--- src/ieba_pkg.sv ---
package ieba_pkg;

	// Sequencer phase codes; the byte blocks span seven consecutive codes each
	typedef logic [5:0] phase_t;

	localparam phase_t PH_IDLE  = 6'd0;
	localparam phase_t PH_S1    = 6'd1;
	localparam phase_t PH_S2    = 6'd2;
	localparam phase_t PH_S3    = 6'd3;
	localparam phase_t BLK_DEVW = 6'd4;
	localparam phase_t BLK_ADDR = 6'd11;
	localparam phase_t BLK_DATA = 6'd18;
	localparam phase_t PH_R1    = 6'd25;
	localparam phase_t PH_R2    = 6'd26;
	localparam phase_t PH_R3    = 6'd27;
	localparam phase_t BLK_DEVR = 6'd28;
	localparam phase_t PH_RL    = 6'd35;
	localparam phase_t PH_RR    = 6'd36;
	localparam phase_t PH_RH    = 6'd37;
	localparam phase_t PH_RS    = 6'd38;
	localparam phase_t PH_NH    = 6'd39;
	localparam phase_t PH_NL    = 6'd40;
	localparam phase_t PH_P1    = 6'd41;
	localparam phase_t PH_P2    = 6'd42;
	localparam phase_t PH_P3    = 6'd43;

	// Step within a byte block
	typedef logic [2:0] blk_off_t;

	localparam blk_off_t OFF_SCL_LO   = 3'd0;
	localparam blk_off_t OFF_SDA_BIT  = 3'd1;
	localparam blk_off_t OFF_SCL_HI   = 3'd2;
	localparam blk_off_t OFF_ACK_LO   = 3'd3;
	localparam blk_off_t OFF_ACK_REL  = 3'd4;
	localparam blk_off_t OFF_ACK_HI   = 3'd5;

	localparam logic [3:0] BITS_PER_BYTE = 4'd8;

	// Item kinds
	localparam logic MODE_CMD  = 1'b0;
	localparam logic MODE_TICK = 1'b1;

	// Configuration register indexes
	typedef logic [1:0] cfg_idx_t;

	localparam cfg_idx_t REG_DEVICE_SELECT  = 2'd0;
	localparam cfg_idx_t REG_ACK_WAIT_LIMIT = 2'd1;

	localparam logic [6:0] DEVICE_SELECT_RST  = 7'd80;
	localparam logic [7:0] ACK_WAIT_LIMIT_RST = 8'd250;

	typedef struct packed {
		logic [6:0] device_select;
		logic [7:0] ack_wait_limit;
	} cfg_t;

	typedef struct packed {
		logic       scl;
		logic       sda;
		logic       busy;
		logic       done;
		logic [7:0] rd_data;
	} res_t;

endpackage

--- src/ieba_req_if.sv ---
interface ieba_req_if;
	logic       valid;
	logic       ready;
	logic       mode;
	logic       write_request;
	logic [7:0] word_address;
	logic [7:0] write_data;
	logic       sda_in;

	modport source (
		output valid, mode, write_request, word_address, write_data, sda_in,
		input  ready
	);

	modport sink (
		input  valid, mode, write_request, word_address, write_data, sda_in,
		output ready
	);
endinterface

--- src/ieba_res_if.sv ---
interface ieba_res_if;
	logic       valid;
	logic       ready;
	logic       scl_level;
	logic       sda_level;
	logic       busy_res;
	logic       done_res;
	logic [7:0] read_byte_out;

	modport source (
		output valid, scl_level, sda_level, busy_res, done_res, read_byte_out,
		input  ready
	);

	modport sink (
		input  valid, scl_level, sda_level, busy_res, done_res, read_byte_out,
		output ready
	);
endinterface

--- src/ieba_cfg.sv ---
module ieba_cfg (
	input  logic              clk,
	input  logic              arst_n,
	input  logic              cfg_we,
	input  ieba_pkg::cfg_idx_t cfg_index,
	input  logic [7:0]        cfg_data,
	output ieba_pkg::cfg_t    cfg
);
	import ieba_pkg::*;

	cfg_t cfg_q;

	always_ff @(posedge clk or negedge arst_n) begin
		if (!arst_n) begin
			cfg_q.device_select  <= DEVICE_SELECT_RST;
			cfg_q.ack_wait_limit <= ACK_WAIT_LIMIT_RST;
		end else if (cfg_we) begin
			unique case (cfg_index)
				REG_DEVICE_SELECT:  cfg_q.device_select  <= cfg_data[6:0];
				REG_ACK_WAIT_LIMIT: cfg_q.ack_wait_limit <= cfg_data;
				default: ;
			endcase
		end
	end

	assign cfg = cfg_q;

endmodule

--- src/ieba_seq.sv ---
module ieba_seq (
	input  logic            clk,
	input  logic            arst_n,
	input  logic            accept,
	input  logic            mode,
	input  logic            write_request,
	input  logic [7:0]      word_address,
	input  logic [7:0]      write_data,
	input  logic            sda_in,
	input  ieba_pkg::cfg_t  cfg,
	output ieba_pkg::res_t  res_nxt
);
	import ieba_pkg::*;

	phase_t     phase_q, phase_d;
	logic [3:0] bit_cnt_q, bit_cnt_d;
	logic [7:0] shift_q, shift_d;
	logic [7:0] ack_cnt_q, ack_cnt_d;
	logic       is_write_q, is_write_d;
	logic [7:0] addr_q, addr_d;
	logic [7:0] data_q, data_d;
	logic       scl_q, scl_d;
	logic       sda_q, sda_d;
	logic [7:0] rd_q, rd_d;
	logic       done;

	// Byte block decode
	logic       in_blk;
	phase_t     blk_base;
	phase_t     blk_after;
	phase_t     blk_diff;
	blk_off_t   blk_off;

	logic       do_enter;
	phase_t     enter_tgt;
	logic [3:0] bit_cnt_inc;
	logic [7:0] shift_in;

	always_comb begin
		in_blk    = 1'b1;
		blk_base  = BLK_DEVW;
		blk_after = BLK_ADDR;
		if (phase_q >= BLK_DEVW && phase_q < BLK_ADDR) begin
			blk_base  = BLK_DEVW;
			blk_after = BLK_ADDR;
		end else if (phase_q >= BLK_ADDR && phase_q < BLK_DATA) begin
			blk_base  = BLK_ADDR;
			blk_after = is_write_q ? BLK_DATA : PH_R1;
		end else if (phase_q >= BLK_DATA && phase_q < PH_R1) begin
			blk_base  = BLK_DATA;
			blk_after = PH_P1;
		end else if (phase_q >= BLK_DEVR && phase_q < PH_RL) begin
			blk_base  = BLK_DEVR;
			blk_after = PH_RL;
		end else begin
			in_blk = 1'b0;
		end
		blk_diff = phase_q - blk_base;
		blk_off  = blk_diff[2:0];
	end

	assign bit_cnt_inc = bit_cnt_q + 4'd1;
	assign shift_in    = {shift_q[6:0], sda_in};

	always_comb begin
		phase_d    = phase_q;
		bit_cnt_d  = bit_cnt_q;
		shift_d    = shift_q;
		ack_cnt_d  = ack_cnt_q;
		is_write_d = is_write_q;
		addr_d     = addr_q;
		data_d     = data_q;
		scl_d      = scl_q;
		sda_d      = sda_q;
		rd_d       = rd_q;
		done       = 1'b0;
		do_enter   = 1'b0;
		enter_tgt  = PH_IDLE;

		if (mode == MODE_CMD) begin
			if (phase_q == PH_IDLE) begin
				is_write_d = write_request;
				addr_d     = word_address;
				data_d     = write_data;
				phase_d    = PH_S1;
			end
		end else if (phase_q != PH_IDLE) begin
			if (in_blk) begin
				case (blk_off)
					OFF_SCL_LO: begin
						scl_d   = 1'b0;
						phase_d = phase_q + 6'd1;
					end
					OFF_SDA_BIT: begin
						sda_d   = shift_q[7];
						shift_d = {shift_q[6:0], 1'b0};
						phase_d = phase_q + 6'd1;
					end
					OFF_SCL_HI: begin
						scl_d     = 1'b1;
						bit_cnt_d = bit_cnt_inc;
						phase_d   = (bit_cnt_inc >= BITS_PER_BYTE) ?
							phase_q + 6'd1 : blk_base;
					end
					OFF_ACK_LO: begin
						scl_d   = 1'b0;
						phase_d = phase_q + 6'd1;
					end
					OFF_ACK_REL: begin
						sda_d   = 1'b1;
						phase_d = phase_q + 6'd1;
					end
					OFF_ACK_HI: begin
						scl_d     = 1'b1;
						ack_cnt_d = 8'd0;
						phase_d   = phase_q + 6'd1;
					end
					default: begin
						// Acknowledge wait: SDA low or limit reached ends the clock
						if (sda_in && ack_cnt_q < cfg.ack_wait_limit) begin
							ack_cnt_d = ack_cnt_q + 8'd1;
						end else begin
							scl_d     = 1'b0;
							do_enter  = 1'b1;
							enter_tgt = blk_after;
						end
					end
				endcase
			end else if (phase_q == PH_S1 || phase_q == PH_R1) begin
				sda_d   = 1'b1;
				phase_d = phase_q + 6'd1;
			end else if (phase_q == PH_S2 || phase_q == PH_R2) begin
				scl_d   = 1'b1;
				phase_d = phase_q + 6'd1;
			end else if (phase_q == PH_S3) begin
				sda_d     = 1'b0;
				do_enter  = 1'b1;
				enter_tgt = BLK_DEVW;
			end else if (phase_q == PH_R3) begin
				sda_d     = 1'b0;
				do_enter  = 1'b1;
				enter_tgt = BLK_DEVR;
			end else if (phase_q == PH_RL) begin
				scl_d   = 1'b0;
				phase_d = PH_RR;
			end else if (phase_q == PH_RR) begin
				sda_d     = 1'b1;
				bit_cnt_d = 4'd0;
				shift_d   = 8'd0;
				phase_d   = PH_RH;
			end else if (phase_q == PH_RH) begin
				scl_d   = 1'b1;
				phase_d = PH_RS;
			end else if (phase_q == PH_RS) begin
				shift_d   = shift_in;
				scl_d     = 1'b0;
				bit_cnt_d = bit_cnt_inc;
				if (bit_cnt_inc >= BITS_PER_BYTE) begin
					rd_d    = shift_in;
					phase_d = PH_NH;
				end else begin
					phase_d = PH_RH;
				end
			end else if (phase_q == PH_NH) begin
				sda_d   = 1'b1;
				scl_d   = 1'b1;
				phase_d = PH_NL;
			end else if (phase_q == PH_NL) begin
				scl_d   = 1'b0;
				phase_d = PH_P1;
			end else if (phase_q == PH_P1) begin
				sda_d   = 1'b0;
				phase_d = PH_P2;
			end else if (phase_q == PH_P2) begin
				scl_d   = 1'b1;
				phase_d = PH_P3;
			end else if (phase_q == PH_P3) begin
				sda_d   = 1'b1;
				phase_d = PH_IDLE;
				done    = 1'b1;
			end else begin
				phase_d = PH_IDLE;
			end

			// Entering a byte block loads the byte to shift out
			if (do_enter) begin
				phase_d = enter_tgt;
				case (enter_tgt)
					BLK_DEVW: begin
						shift_d   = {cfg.device_select, 1'b0};
						bit_cnt_d = 4'd0;
					end
					BLK_ADDR: begin
						shift_d   = addr_q;
						bit_cnt_d = 4'd0;
					end
					BLK_DATA: begin
						shift_d   = data_q;
						bit_cnt_d = 4'd0;
					end
					BLK_DEVR: begin
						shift_d   = {cfg.device_select, 1'b1};
						bit_cnt_d = 4'd0;
					end
					default: ;
				endcase
			end
		end
	end

	always_ff @(posedge clk or negedge arst_n) begin
		if (!arst_n) begin
			phase_q    <= PH_IDLE;
			bit_cnt_q  <= 4'd0;
			shift_q    <= 8'd0;
			ack_cnt_q  <= 8'd0;
			is_write_q <= 1'b0;
			addr_q     <= 8'd0;
			data_q     <= 8'd0;
			scl_q      <= 1'b1;
			sda_q      <= 1'b1;
			rd_q       <= 8'd0;
		end else if (accept) begin
			phase_q    <= phase_d;
			bit_cnt_q  <= bit_cnt_d;
			shift_q    <= shift_d;
			ack_cnt_q  <= ack_cnt_d;
			is_write_q <= is_write_d;
			addr_q     <= addr_d;
			data_q     <= data_d;
			scl_q      <= scl_d;
			sda_q      <= sda_d;
			rd_q       <= rd_d;
		end
	end

	always_comb begin
		res_nxt.scl     = scl_d;
		res_nxt.sda     = sda_d;
		res_nxt.busy    = (phase_d != PH_IDLE);
		res_nxt.done    = done;
		res_nxt.rd_data = rd_d;
	end

endmodule

--- src/i2c_eeprom_byte_access_master.sv ---
// Channel   Dir  Beat contents
// --------  ---  -----------------------------------------------------------
// req       in   mode, write_request, word_address, write_data, sda_in
// res       out  scl_level, sda_level, busy_res, done_res, read_byte_out
// cfg_*     in   cfg_we, cfg_index, cfg_data (device_select, ack_wait_limit)
//
// One cycle per item: a req beat updates the sequencer state and loads the
// result register at the same edge, so a beat may be taken every cycle.
// Every req beat yields exactly one res beat.
// The result register parts the two sides: req is taken whenever the register
// is empty or is being drained in the same cycle; a stalled res holds its beat.
// arst_n clears the sequencer to idle with both lines released high.
module i2c_eeprom_byte_access_master (
	input  logic               clk,
	input  logic               arst_n,
	ieba_req_if.sink           req,
	ieba_res_if.source         res,
	input  logic               cfg_we,
	input  ieba_pkg::cfg_idx_t cfg_index,
	input  logic [7:0]         cfg_data
);
	import ieba_pkg::*;

	cfg_t cfg;
	res_t res_nxt;
	res_t res_q;
	logic res_valid_q;
	logic accept;

	// Take a beat when the result register is free or drains this cycle
	assign req.ready = !res_valid_q || res.ready;
	assign accept    = req.valid && req.ready;

	ieba_cfg u_cfg (
		.clk       (clk),
		.arst_n    (arst_n),
		.cfg_we    (cfg_we),
		.cfg_index (cfg_index),
		.cfg_data  (cfg_data),
		.cfg       (cfg)
	);

	// Bus sequencer: state registers plus one step of next-phase logic
	ieba_seq u_seq (
		.clk           (clk),
		.arst_n        (arst_n),
		.accept        (accept),
		.mode          (req.mode),
		.write_request (req.write_request),
		.word_address  (req.word_address),
		.write_data    (req.write_data),
		.sda_in        (req.sda_in),
		.cfg           (cfg),
		.res_nxt       (res_nxt)
	);

	// Result register: load on accept, drop valid once taken
	always_ff @(posedge clk or negedge arst_n) begin
		if (!arst_n) begin
			res_valid_q <= 1'b0;
		end else if (accept) begin
			res_valid_q <= 1'b1;
		end else if (res.ready) begin
			res_valid_q <= 1'b0;
		end
	end

	always_ff @(posedge clk) begin
		if (accept) begin
			res_q <= res_nxt;
		end
	end

	assign res.valid         = res_valid_q;
	assign res.scl_level     = res_q.scl;
	assign res.sda_level     = res_q.sda;
	assign res.busy_res      = res_q.busy;
	assign res.done_res      = res_q.done;
	assign res.read_byte_out = res_q.rd_data;

endmodule

--- src/flat_wrapper.sv ---
// flat-port wrapper written by rule: the top's interface ports become plain ports
module i2c_eeprom_byte_access_master_flat import ieba_pkg::*;
  (clk, arst_n, cfg_we, cfg_index, cfg_data, req_valid, req_mode, req_write_request, req_word_address, req_write_data, req_sda_in, req_ready, res_valid, res_scl_level, res_sda_level, res_busy_res, res_done_res, res_read_byte_out, res_ready);
  ieba_req_if req_i ();
  ieba_res_if res_i ();
  input  logic clk;
  input  logic arst_n;
  input  logic cfg_we;
  input  ieba_pkg::cfg_idx_t cfg_index;
  input  logic [7:0] cfg_data;
  input wire logic [$bits(req_i.valid)-1:0] req_valid;
  input wire logic [$bits(req_i.mode)-1:0] req_mode;
  input wire logic [$bits(req_i.write_request)-1:0] req_write_request;
  input wire logic [$bits(req_i.word_address)-1:0] req_word_address;
  input wire logic [$bits(req_i.write_data)-1:0] req_write_data;
  input wire logic [$bits(req_i.sda_in)-1:0] req_sda_in;
  output wire logic [$bits(req_i.ready)-1:0] req_ready;
  output wire logic [$bits(res_i.valid)-1:0] res_valid;
  output wire logic [$bits(res_i.scl_level)-1:0] res_scl_level;
  output wire logic [$bits(res_i.sda_level)-1:0] res_sda_level;
  output wire logic [$bits(res_i.busy_res)-1:0] res_busy_res;
  output wire logic [$bits(res_i.done_res)-1:0] res_done_res;
  output wire logic [$bits(res_i.read_byte_out)-1:0] res_read_byte_out;
  input wire logic [$bits(res_i.ready)-1:0] res_ready;
  assign req_i.valid = req_valid;
  assign req_i.mode = req_mode;
  assign req_i.write_request = req_write_request;
  assign req_i.word_address = req_word_address;
  assign req_i.write_data = req_write_data;
  assign req_i.sda_in = req_sda_in;
  assign req_ready = req_i.ready;
  assign res_valid = res_i.valid;
  assign res_scl_level = res_i.scl_level;
  assign res_sda_level = res_i.sda_level;
  assign res_busy_res = res_i.busy_res;
  assign res_done_res = res_i.done_res;
  assign res_read_byte_out = res_i.read_byte_out;
  assign res_i.ready = res_ready;
  i2c_eeprom_byte_access_master u_core (.clk(clk), .arst_n(arst_n), .req(req_i), .res(res_i), .cfg_we(cfg_we), .cfg_index(cfg_index), .cfg_data(cfg_data));
endmodule
--- config.mk ---
export PLATFORM = sky130hd
export DESIGN_NAME = i2c_eeprom_byte_access_master_flat
export DESIGN_NICKNAME = d
export VERILOG_FILES = /design/src/ieba_pkg.sv /design/src/ieba_req_if.sv /design/src/ieba_res_if.sv /design/src/ieba_cfg.sv /design/src/ieba_seq.sv /design/src/i2c_eeprom_byte_access_master.sv /design/src/flat_wrapper.sv
export SDC_FILE = /design/constraint.sdc
export NUM_CORES = 1
export LEC_CHECK = 0
export BUFFER_PORTS_ARGS = -buffer_cell sky130_fd_sc_hd__buf_2
export CAP_MARGIN = 15
export CORE_ASPECT_RATIO = 0.5
export CORE_MARGIN = 3
export CORE_UTILIZATION = 55
export CTS_CLUSTER_SIZE = 28
export DETAILED_ROUTE_END_ITERATION = 12
export PLACE_DENSITY = 0.75
export SETUP_SLACK_MARGIN = 0.3
export SLEW_MARGIN = 5
export SYNTH_ARGS = -nofsm -noshare
export SYNTH_HDL_FRONTEND = slang
export SYNTH_SLANG_ARGS = --single-unit
export TNS_END_PERCENT = 1
--- constraint.sdc ---
create_clock -name clk -period 6.7 [get_ports clk]
set_clock_uncertainty 0.1 [all_clocks]
set_input_delay 0.335 -clock clk [delete_from_list [all_inputs] [get_ports clk]]
set_output_delay 0.335 -clock clk [all_outputs]
set_load 0.1 [all_outputs]
Yosys cells after proc, flatten, opt, wreduce, memory -nomap -nowiden
Index checks and enable logic that the tools add are counted.
{ "totals": {"reg_bits": 81, "in_bits": 34, "word_cells": 216} }
{ "op_classes": {"addsub": 4, "magnitude_cmp": 10, "n_eq_ne": 25, "n_mux": 126, "bitwise_logic": 3, "reduce_logical": 30} }
{ "op_table": {"columns": ["op", "count"], "rows": [
  ["2-to-1 mux 8 bit", 24],
  ["2-to-1 mux 6 bit", 27],
  ["== test 6 bit (second input constant)", 9],
  ["2-to-1 mux 4 bit", 13],
  ["2-to-1 mux 1 bit", 48],
  ["2-to-1 mux 5 bit", 8],
  ["case mux 8 bit (4 select lines)", 1],
  ["== test 6 x 5 -> 1 bit (second input constant)", 5],
  ["case mux 8 bit (2 select lines)", 1],
  ["OR reduction 15 bit", 1],
  ["== test 6 x 2 -> 1 bit (second input constant)", 2],
  [">= comparator 6 x 5 -> 1 bit (second input constant)", 2],
  ["less-than comparator 6 x 5 -> 1 bit (second input constant)", 2],
  ["case mux 6 bit (2 select lines)", 1],
  ["nonzero test 6 bit", 2],
  ["OR reduction 5 bit", 2],
  ["adder 8 x 1 -> 8 bit (second input constant)", 1],
  ["less-than comparator 8 bit", 1],
  ["adder 6 x 1 -> 6 bit (second input constant)", 1],
  ["== test 3 x 2 -> 1 bit (second input constant)", 2],
  ["== test 3 bit (second input constant)", 2],
  ["== test 6 x 1 -> 1 bit (second input constant)", 1],
  ["== test 6 x 3 -> 1 bit (second input constant)", 1],
  ["== test 6 x 4 -> 1 bit (second input constant)", 1],
  ["other kinds (26)", 40]
]} }

Longest topological paths before layout
Gate-level depths: netlist of run 1.
{ "logic_depth": {"word_depth": 18, "ltp_mapped": 15, "mapped_depth_nobuf": 15} }

Cells and area by module
A second synthesis of run 1 with hierarchy kept.
{ "hier_totals": {"cells_unflattened": 549, "hier_area_um2": 5257.5} }
{ "by_module_without_submodules": {"columns": ["mod", "instances", "cells_per_inst", "area_each_um2", "seq_area_each_um2"], "rows": [
  ["ieba_seq", 1, 501, 4259.1, 1328.8],
  ["ieba_cfg", 1, 32, 584.3, 385.4],
  ["i2c_eeprom_byte_access_master", 1, 16, 414.1, 385.4]
]} }

Worst setup path before layout of run 1
Ideal clock, no wire load.
{ "synth_timing": {"path_type": "register -> register", "startpoint": "register u_core.u_seq.phase_q[0]", "endpoint": "register u_core.res_q, in the netlist u_core.res.busy_res (data pin)", "setup_ns": 0.274, "arrival_ns": 4.107, "t_required_ns": 6.326, "slack_ns": 2.218, "stages_incl_launch_ff": 15, "path_buffers": 1, "period_less_slack_ns": 4.482, "path_cell_list": "dfrtp_1 ha_1 or3_1 a32o_2 a21oi_4 inv_2 fa_1 xor2_1 buf_2 a2111oi_0 a211oi_1 a2111oi_0 o41ai_1 nor3_1 o211ai_1"} }
{ "synth_rtl": {"columns": ["element", "line_no", "text"], "rows": [
  ["start, declared", "ieba_seq.sv:15", "phase_t phase_q, phase_d;"],
  ["start signal, assigned", "ieba_seq.sv:224", "phase_q <= phase_d;"],
  ["end signal, assigned", "i2c_eeprom_byte_access_master.sv:70", "res_q <= res_nxt;"],
  ["end, declared", "i2c_eeprom_byte_access_master.sv:26", "res_t res_q;"]
]} }

Final worst setup path of run 1
{ "layout_timing": {"startpoint": "register u_core.u_seq.phase_q[0]", "endpoint": "register u_core.u_seq.shift_q[2]"} }
{ "layout_between": {"elab_chain_cells": 15} }
{ "layout_lines": {"columns": ["element", "line_no", "text"], "rows": [
  [">= comparator 6 x 5 -> 1 bit or less-than comparator 6 x 5 -> 1 bit (tied branches)", "ieba_seq.sv:49", "end else if (phase_q >= BLK_DATA && phase_q < PH_R1) begin"],
  ["logical AND 1 bit", "ieba_seq.sv:49", null],
  ["2-to-1 mux 5 bit", "ieba_seq.sv:49", null],
  ["2-to-1 mux 5 bit", "ieba_seq.sv:46", "end else if (phase_q >= BLK_ADDR && phase_q < BLK_DATA) begin"],
  ["2-to-1 mux 5 bit", "ieba_seq.sv:43", "if (phase_q >= BLK_DEVW && phase_q < BLK_ADDR) begin"],
  ["subtractor 3 bit", "ieba_seq.sv:58", "blk_diff = phase_q - blk_base;"],
  ["== test 3 bit, or another cell as far along", "ieba_seq.sv:89", "case (blk_off)"],
  ["OR reduction 6 bit (no line)", null, null],
  ["2-to-1 mux 6 bit", "ieba_seq.sv:89", null],
  ["2-to-1 mux 6 bit", "ieba_seq.sv:88", "if (in_blk) begin"],
  ["2-to-1 mux 6 bit", "ieba_seq.sv:87", "end else if (phase_q != PH_IDLE) begin"],
  ["2-to-1 mux 6 bit", "ieba_seq.sv:80", "if (mode == MODE_CMD) begin"],
  ["== test 6 x 5 -> 1 bit, or another cell as far along", "ieba_seq.sv:188", "case (enter_tgt)"],
  ["case mux 8 bit (4 select lines)", "ieba_seq.sv:188", null],
  ["2-to-1 mux 8 bit", "ieba_seq.sv:186", "if (do_enter) begin"],
  ["end signal, assigned", "ieba_seq.sv:226", "shift_q <= shift_d;"],
  ["end, declared", "ieba_seq.sv:17", "logic [7:0] shift_q, shift_d;"]
]} }
Several ways; a longest one is shown, not always the timed one. The select of a mux whose other input is x is not followed.
A chain may end at the register's enable or synchronous reset.

==> results.json, run 1 <==
{
  "cts-root-buf": "clkbuf_16",
  "final_nets": 634,
  "cp-startpoint": "u_core.u_seq.phase_q[0]",
  "worstPathArrival_ps": 5490,
  "drv_slew": 0,
  "power.switching_mw": 1.54,
  "yosysUniqueCellTypes": 74,
  "synth_area_leaders": "dfrtp_1, mux2_2, edfxtp_1",
  "pwr-share-clk_pct": 16.5,
  "drive_above_1_share_pct": 23.5,
  "port_buffers": 47,
  "synth_edf_count": 12,
  "power_density_nw_per_um2": 537,
  "start_util_pct": 58.2,
  "cts_tree": "built",
  "areaGrowthSynthToFinish_pct": 12.4,
  "drc": 0,
  "num_rows": 24,
  "cp_data_required_time_ps": 6820,
  "place_congestion": 1.01,
  "wl_mm": 14.2,
  "grt_use_total_pct": 27.7,
  "final_cell_area_um2": 5870,
  "worstMarginPinSlew_ps": 1080,
  "grt_pass1_vias": 4390,
  "crit_path_frequent_cell": "inv_1",
  "p_int_mw": 1.61,
  "outcome": "completed",
  "r2r_start": "u_core.u_seq.phase_q[0]",
  "p_comb_share_pct": 58.0,
  "syn-instance-count": 542,
  "ys.flop_type": "dfrtp_1",
  "async_flop_share_pct": 85.2,
  "setup_tns_ps": 0,
  "start_kind": "register",
  "diodes": 0,
  "cts.sinks": 81,
  "cts_buffers": 9,
  "grt_first_pass_wirelength_mm": 23.0,
  "dieArea_um2": 10800,
  "ys_seq_elements": 81,
  "grt_max_degree": 70,
  "crit_path_cell_trace": "inv_1 > ha_1 > inv_1 > a221oi_2 > a21oi_4 > inv_2 > fa_1 > inv_1 > o21ai_0 > a311oi_2 > or2_4 > o31ai_4 > a221o_1",
  "syn_area_per_cell_um2": 9.63,
  "cpPeakStageDelay_ps": 940,
  "die_w_um": 144,
  "final.min_clock_period_ps": 5380,
  "drt-vias-per-instance": 6.57,
  "ios": 48,
  "antenna_left": 0,
  "post-cts-setup-buffers": 0,
  "critPathMaxFanout": 14,
  "rsz0062_at_grt": "no",
  "p_leak_nw": 2.53,
  "fmax_mhz": 186,
  "pwr-share-seq_pct": 25.5,
  "drt_iter0_drc": 649,
  "yosys_warnings": 0,
  "ir_drop_mv": 0.253,
  "syn-num-nets": 593,
  "crit_type": "register to register",
  "dpl_cell_area_um2": 5560,
  "crit_path_top_delay_cell": "a311oi_2",
  "cap_viol_max_count": 0,
  "yosysSeqAreaShare_pct": 40.2,
  "swShare_pct": 49.0,
  "drt_pre_antenna_iters": 7,
  "antenna_found_initial": 0,
  "cts-hold-fix-buffers": 0,
  "post-route-period-util_pct": 80.3,
  "slew_headroom_pct": 27.7,
  "dp_hpwl_mm": 10.1,
  "clk_latency_ps": 340,
  "final-setup-viol-count": 0,
  "clk_path_buf_depth": 2,
  "cts_repair_resize_count": 0,
  "vias": 4632,
  "synth_top_area_share_pct": 28.3,
  "hp-class": "input pin to asynchronous set/reset pin",
  "die_h_um": 74.9,
  "netlist_area_um2": 5220,
  "hold_violations": 0,
  "htreeDepth": 3,
  "cts.clk_slew.worst_paths_ps": 60,
  "nFillCells": 742,
  "worstSetupEndpointType": "register",
  "wl_per_cell_um": 20.2,
  "yosysTopAreaCell": "dfrtp_1",
  "gr-total-overflow": 0,
  "coreArea_um2": 8980
}
kinds of logic (layout without fill, tap and decap cells):
logic type,count (synthesis),count (layout),share of synthesized area (%)
buffers and inverters,46,92,3.55
AO/OA/AOI/OAI,141,141,20.6
multiplexers,50,50,10.6
flip-flops,81,81,40.2
adder cells (fa/ha/maj),18,18,4.41
XOR/XNOR,13,13,2.68
AND/OR/NAND/NOR,193,193,17.9
metal layers:
| layer | share of wire (%) | global-route usage (%) |
|---|---|---|
| met1 | 46 | 40.2 |
| met2 | 44 | 42.5 |
| met3 | 8.5 | 6.41 |
| met4 | 1.7 | 7.62 |
| met5 | 0 | 0 |
critical path: cells and delay by family (launching register included):
family	cells	cell delay [ps]
AOI/OAI and AO/OA	6	2440
adders and majority gates	2	990
buffers and inverters	4	930
DFF	1	470
and+or+nand+nor	1	310
state kept, by name, summed over array words and instances, names as in the netlist:
register                  flops
u_core.res.busy_res           1
u_core.res.done_res           1
u_core.res.read_byte_out      8
u_core.res.scl_level          1
u_core.res.sda_level          1
u_core.res.valid              1
u_core.u_cfg.cfg             15
u_core.u_seq.ack_cnt_q        8
u_core.u_seq.addr_q           8
u_core.u_seq.bit_cnt_q        4
u_core.u_seq.data_q           8
u_core.u_seq.is_write_q       1
u_core.u_seq.phase_q          6
u_core.u_seq.rd_q             8
u_core.u_seq.scl_q            1
u_core.u_seq.sda_q            1
u_core.u_seq.shift_q          8
through the flow:
step                setup WS [ps]  util (%)  hold slack [ps]  power, mW  cells
global route                 1040      65.4              119       3.35    705
floorplan                    2220         -            -60.6       2.14    542
CTS                          1460      65.4             95.4       3.10    705
detailed placement           1530      61.9              360       2.57    689
global placement             1720      61.9              352       2.57    689
finish                       1320      65.4             81.5       3.15    705
cell type report:
type / instances / area [um^2] / share of cell area (%)
multi-input combinational: 415 / 2940 / 50.1
sequential: 81 / 2100 / 35.8
clock buffer: 11 / 254 / 4.33
inverter: 22 / 82.6 / 1.41
tap: 117 / 146 / 2.49
clock inverter: 5 / 58.8 / 1.00
timing repair buffer: 54 / 288 / 4.90
final timing paths:
kind	slack [ps]	cells after the start	endpoint
worst min register to register	370	2	u_core.u_seq.rd_q[3]
worst max register to register	1320	13	u_core.u_seq.shift_q[2]
max in group asynchronous	5840	2	u_core.u_seq.ack_cnt_q[6]
worst min-delay path	80	2	u_core.u_seq.phase_q[5]
worst max-delay path	1320	13	u_core.u_seq.shift_q[2]
min in group clk	100	2	u_core.res.valid
placed cells by master (no fill, tap or decap), types with 9 or more instances in the layout:
cell / netlist / final
nor3_1: 14 / 13
buf_2: 7 / 47
nor2_1: 36 / 36
o21ai_0: 25 / 25
inv_1: 21 / 21
mux2_2: 43 / 43
dfstp_2: 10 / 10
edfxtp_1: 12 / 12
nand4_1: 9 / 9
dfrtp_1: 59 / 59
a21oi_1: 19 / 19
nand3_1: 13 / 13
clkbuf_16: 0 / 10
ha_1: 16 / 16
nand2_1: 69 / 69
Yosys cell counts (3+ instances only):
| cell | count |
|---|---|
| nand2_1 | 69 |
| dfrtp_1 | 59 |
| mux2_2 | 43 |
| nor2_1 | 36 |
| o21ai_0 | 25 |
| inv_1 | 21 |
| a21oi_1 | 19 |
| ha_1 | 16 |
| nor3_1 | 14 |
| nand3_1 | 13 |
| clkbuf_1 | 12 |
| edfxtp_1 | 12 |
| dfstp_2 | 10 |
| nand4_1 | 9 |
| nand2b_1 | 8 |
| xnor2_1 | 8 |
| a21o_1 | 7 |
| a221o_1 | 7 |
| a222oi_1 | 7 |
| buf_2 | 7 |
| mux2i_1 | 7 |
| nor2b_1 | 7 |
| or3_1 | 7 |
| a211oi_1 | 6 |
| a31oi_1 | 6 |
| o22ai_1 | 6 |
| a22o_1 | 5 |
| and2_1 | 5 |
| and3_1 | 5 |
| nor3b_1 | 5 |
| nor4_1 | 5 |
| o211ai_1 | 5 |
| a221oi_1 | 4 |
| a32oi_1 | 4 |
| buf_1 | 4 |
| o21a_1 | 4 |
| o2bb2ai_1 | 4 |
| o31ai_1 | 4 |
| a2111oi_0 | 3 |
| nand3b_1 | 3 |
| xor2_1 | 3 |
power groups by stage:
| stage | Clock [mW] | Combinational, mW | Sequential, mW |
|---|---|---|---|
| after floorplan | 0 | 1.33 | 0.812 |
| after global placement | 0 | 1.77 | 0.800 |
| after detailed placement | 0 | 1.77 | 0.804 |
| after CTS | 0.525 | 1.78 | 0.797 |
| after global routing | 0.548 | 1.98 | 0.820 |
| final | 0.521 | 1.83 | 0.803 |
Power figures use the tool's default switching activity.
==> run 2: changes to the inputs <==
clock period = 5.2 ns   (was 6.7 ns; I/O delays follow)
==> run 2 against run 1 <==
Worst setup slack worse by 740 ps. Register-to-register slack got worse by 740 ps. Largest power group unchanged. Largest cell class unchanged. First-iteration DRC count decreased by 4.5%. Highest routed layer unchanged. Core utilization rose by 1.2 points. Via count up 1.5%. Clock power up 35%. Worst hold slack worse by 75 ps. Non-clock buffer count grew 11. Cell area rose by 1.8%.
==> results.json, run 2 (synthesis gave the netlist of run 1 again) <==
{
  "htreeDepth": 3,
  "cts-hold-fix-buffers": 0,
  "r2r_start": "u_core.u_seq.phase_q[0]",
  "slew_headroom_pct": 24.9,
  "die_h_um": 74.9,
  "place_congestion": 0.959,
  "drt-met1-wl_mm": 6.62,
  "start_kind": "register",
  "p_leak_nw": 2.59,
  "nFillCells": 709,
  "start_util_pct": 58.2,
  "fin_util_pct": 66.5,
  "worstMarginPinSlew_ps": 1120,
  "areaGrowthSynthToFinish_pct": 14.4,
  "antenna_found_initial": 0,
  "power_density_nw_per_um2": 701,
  "clk_path_buf_depth": 2,
  "grt_first_pass_wirelength_mm": 23.4,
  "port_buffers": 47,
  "topRoutingLayerUsed": "met4",
  "cts_tree": "built",
  "wl_per_cell_um": 20.5,
  "gr-total-overflow": 0,
  "multiInputGateArea_um2": 2950,
  "cts.sinks": 81,
  "dieArea_um2": 10800,
  "drt-vias-per-instance": 6.57,
  "setup_tns_ps": 0,
  "cts_buffers": 9,
  "coreArea_um2": 8980,
  "r2r-end": "u_core.u_seq.shift_q[2]",
  "die_w_um": 144,
  "drt_pre_antenna_iters": 5,
  "drt_iter0_drc": 620,
  "final_nets": 645,
  "fmax_mhz": 217,
  "instances_no_fill": 716,
  "drv_slew": 0,
  "grt_pass1_vias": 4375,
  "final-setup-viol-count": 0,
  "crit_type": "register to register",
  "grt_max_degree": 70,
  "critPathMaxFanout": 15,
  "final_common_cell": "nand2_1",
  "crit_path_top_delay_cell": "dfrtp_1",
  "cp_data_required_time_ps": 5320,
  "dr_wl_met3_mm": 1.24,
  "num_rows": 24,
  "diodes": 0,
  "cts.clk_slew.worst_paths_ps": 70,
  "reg2reg_slack_ps": 580,
  "cts-root-buf": "clkbuf_16",
  "drc": 0,
  "vias": 4703,
  "crit_path_cell_trace": "ha_1 > or3_1 > a32o_2 > nand2_1 > inv_1 > ha_1 > fa_2 > xor2_1 > buf_4 > xnor2_4 > a311oi_2 > buf_4 > o31ai_4 > nor2_1 > a221o_1",
  "layout_common_cells": "nand2_1, dfrtp_1, buf_2",
  "post-route-period-util_pct": 88.8,
  "regArea_um2": 2100,
  "post-cts-setup-buffers": 0,
  "dpl.cell_count": 700,
  "ir_drop_mv": 0.335,
  "hp-class": "input pin to asynchronous set/reset pin",
  "clk_latency_ps": 330,
  "wl_mm": 14.7,
  "ios": 48,
  "grt_use_total_pct": 27.8,
  "worstSetupEndpointType": "register",
  "drive_above_1_share_pct": 25.4,
  "antenna_left": 0,
  "cap_viol_max_count": 0,
  "largest_register_ffs": 15,
  "rr_worst_depth": 15,
  "rsz0062_at_grt": "no",
  "outcome": "completed",
  "wl_met2_mm": 6.61,
  "final.min_clock_period_ps": 4620,
  "hold_violations": 0,
  "worstPathArrival_ps": 4740,
  "dp_hpwl_mm": 10.5,
  "cpPeakStageDelay_ps": 480
}
==> run 2: how the worst max path moves through the flow <==
| stage | from | to |
|---|---|---|
| detailed placement | u_core.u_seq.phase_q[0] | u_core.res.busy_res |
| finish | u_core.u_seq.phase_q[0] | u_core.u_seq.shift_q[2] |
| floorplan | u_core.u_seq.phase_q[0] | u_core.res.busy_res |
| global placement | u_core.u_seq.phase_q[0] | u_core.res.busy_res |
| CTS | u_core.u_seq.phase_q[0] | u_core.res.busy_res |
| global route | u_core.u_seq.phase_q[0] | u_core.res.busy_res |
==> run 2: through the flow <==
stage / worst slack (ps) / hold WS, ps / power, mW / area (um^2)
2_1_floorplan: 718 / -136 / 2.76 / 5220
3_3_place_gp: 543 / 351 / 3.39 / 5640
3_5_place_dp: 477 / 359 / 3.37 / 5640
4_1_cts: 452 / 34.8 / 4.10 / 5970
5_1_grt: 309 / 49.5 / 4.42 / 5970
6_report: 583 / 7.03 / 4.19 / 5970
==> run 2: layout make-up <==
class	instances	area share, %
Inverter	22	1.38
Clock inverter	6	1.28
Tap cell	117	2.45
Multi-Input combinational cell	415	49.4
Clock buffer	10	4.19
Sequential cell	81	35.1
Timing Repair Buffer	65	6.20
==> run 2: metal layers <==
layer / vias up / track usage [%]
li1: 2146 / -
met1: 2283 / 40.6
met2: 254 / 43.7
met3: 20 / 5.65
met4: 0 / 5.64
met5: - / 0
==> run 2: worst max-delay path: cells and delay by family, from the launching register on <==
family / cells / cell delay, ps
compound gates: 4 / 1210
fa+ha+maj: 3 / 910
simple gates: 3 / 650
xor+xnor: 2 / 590
buf+inv: 3 / 550
flops: 1 / 480
==> run 2: power by group <==
| part | leakage (nW) | internal [mW] | switching [mW] | total (mW) |
|---|---|---|---|---|
| Clock | 0.161 | 0.411 | 0.292 | 0.703 |
| Sequential | 0.977 | 0.835 | 0.178 | 1.01 |
| Combinational | 1.45 | 0.894 | 1.58 | 2.47 |
| Total | 2.59 | 2.14 | 2.05 | 4.19 |
==> run 2: timing repair <==
item	in CTS	in global routing
endpoints found under the hold margin	0	0
gates resized for setup	0	3
endpoints found under the setup margin	0	10
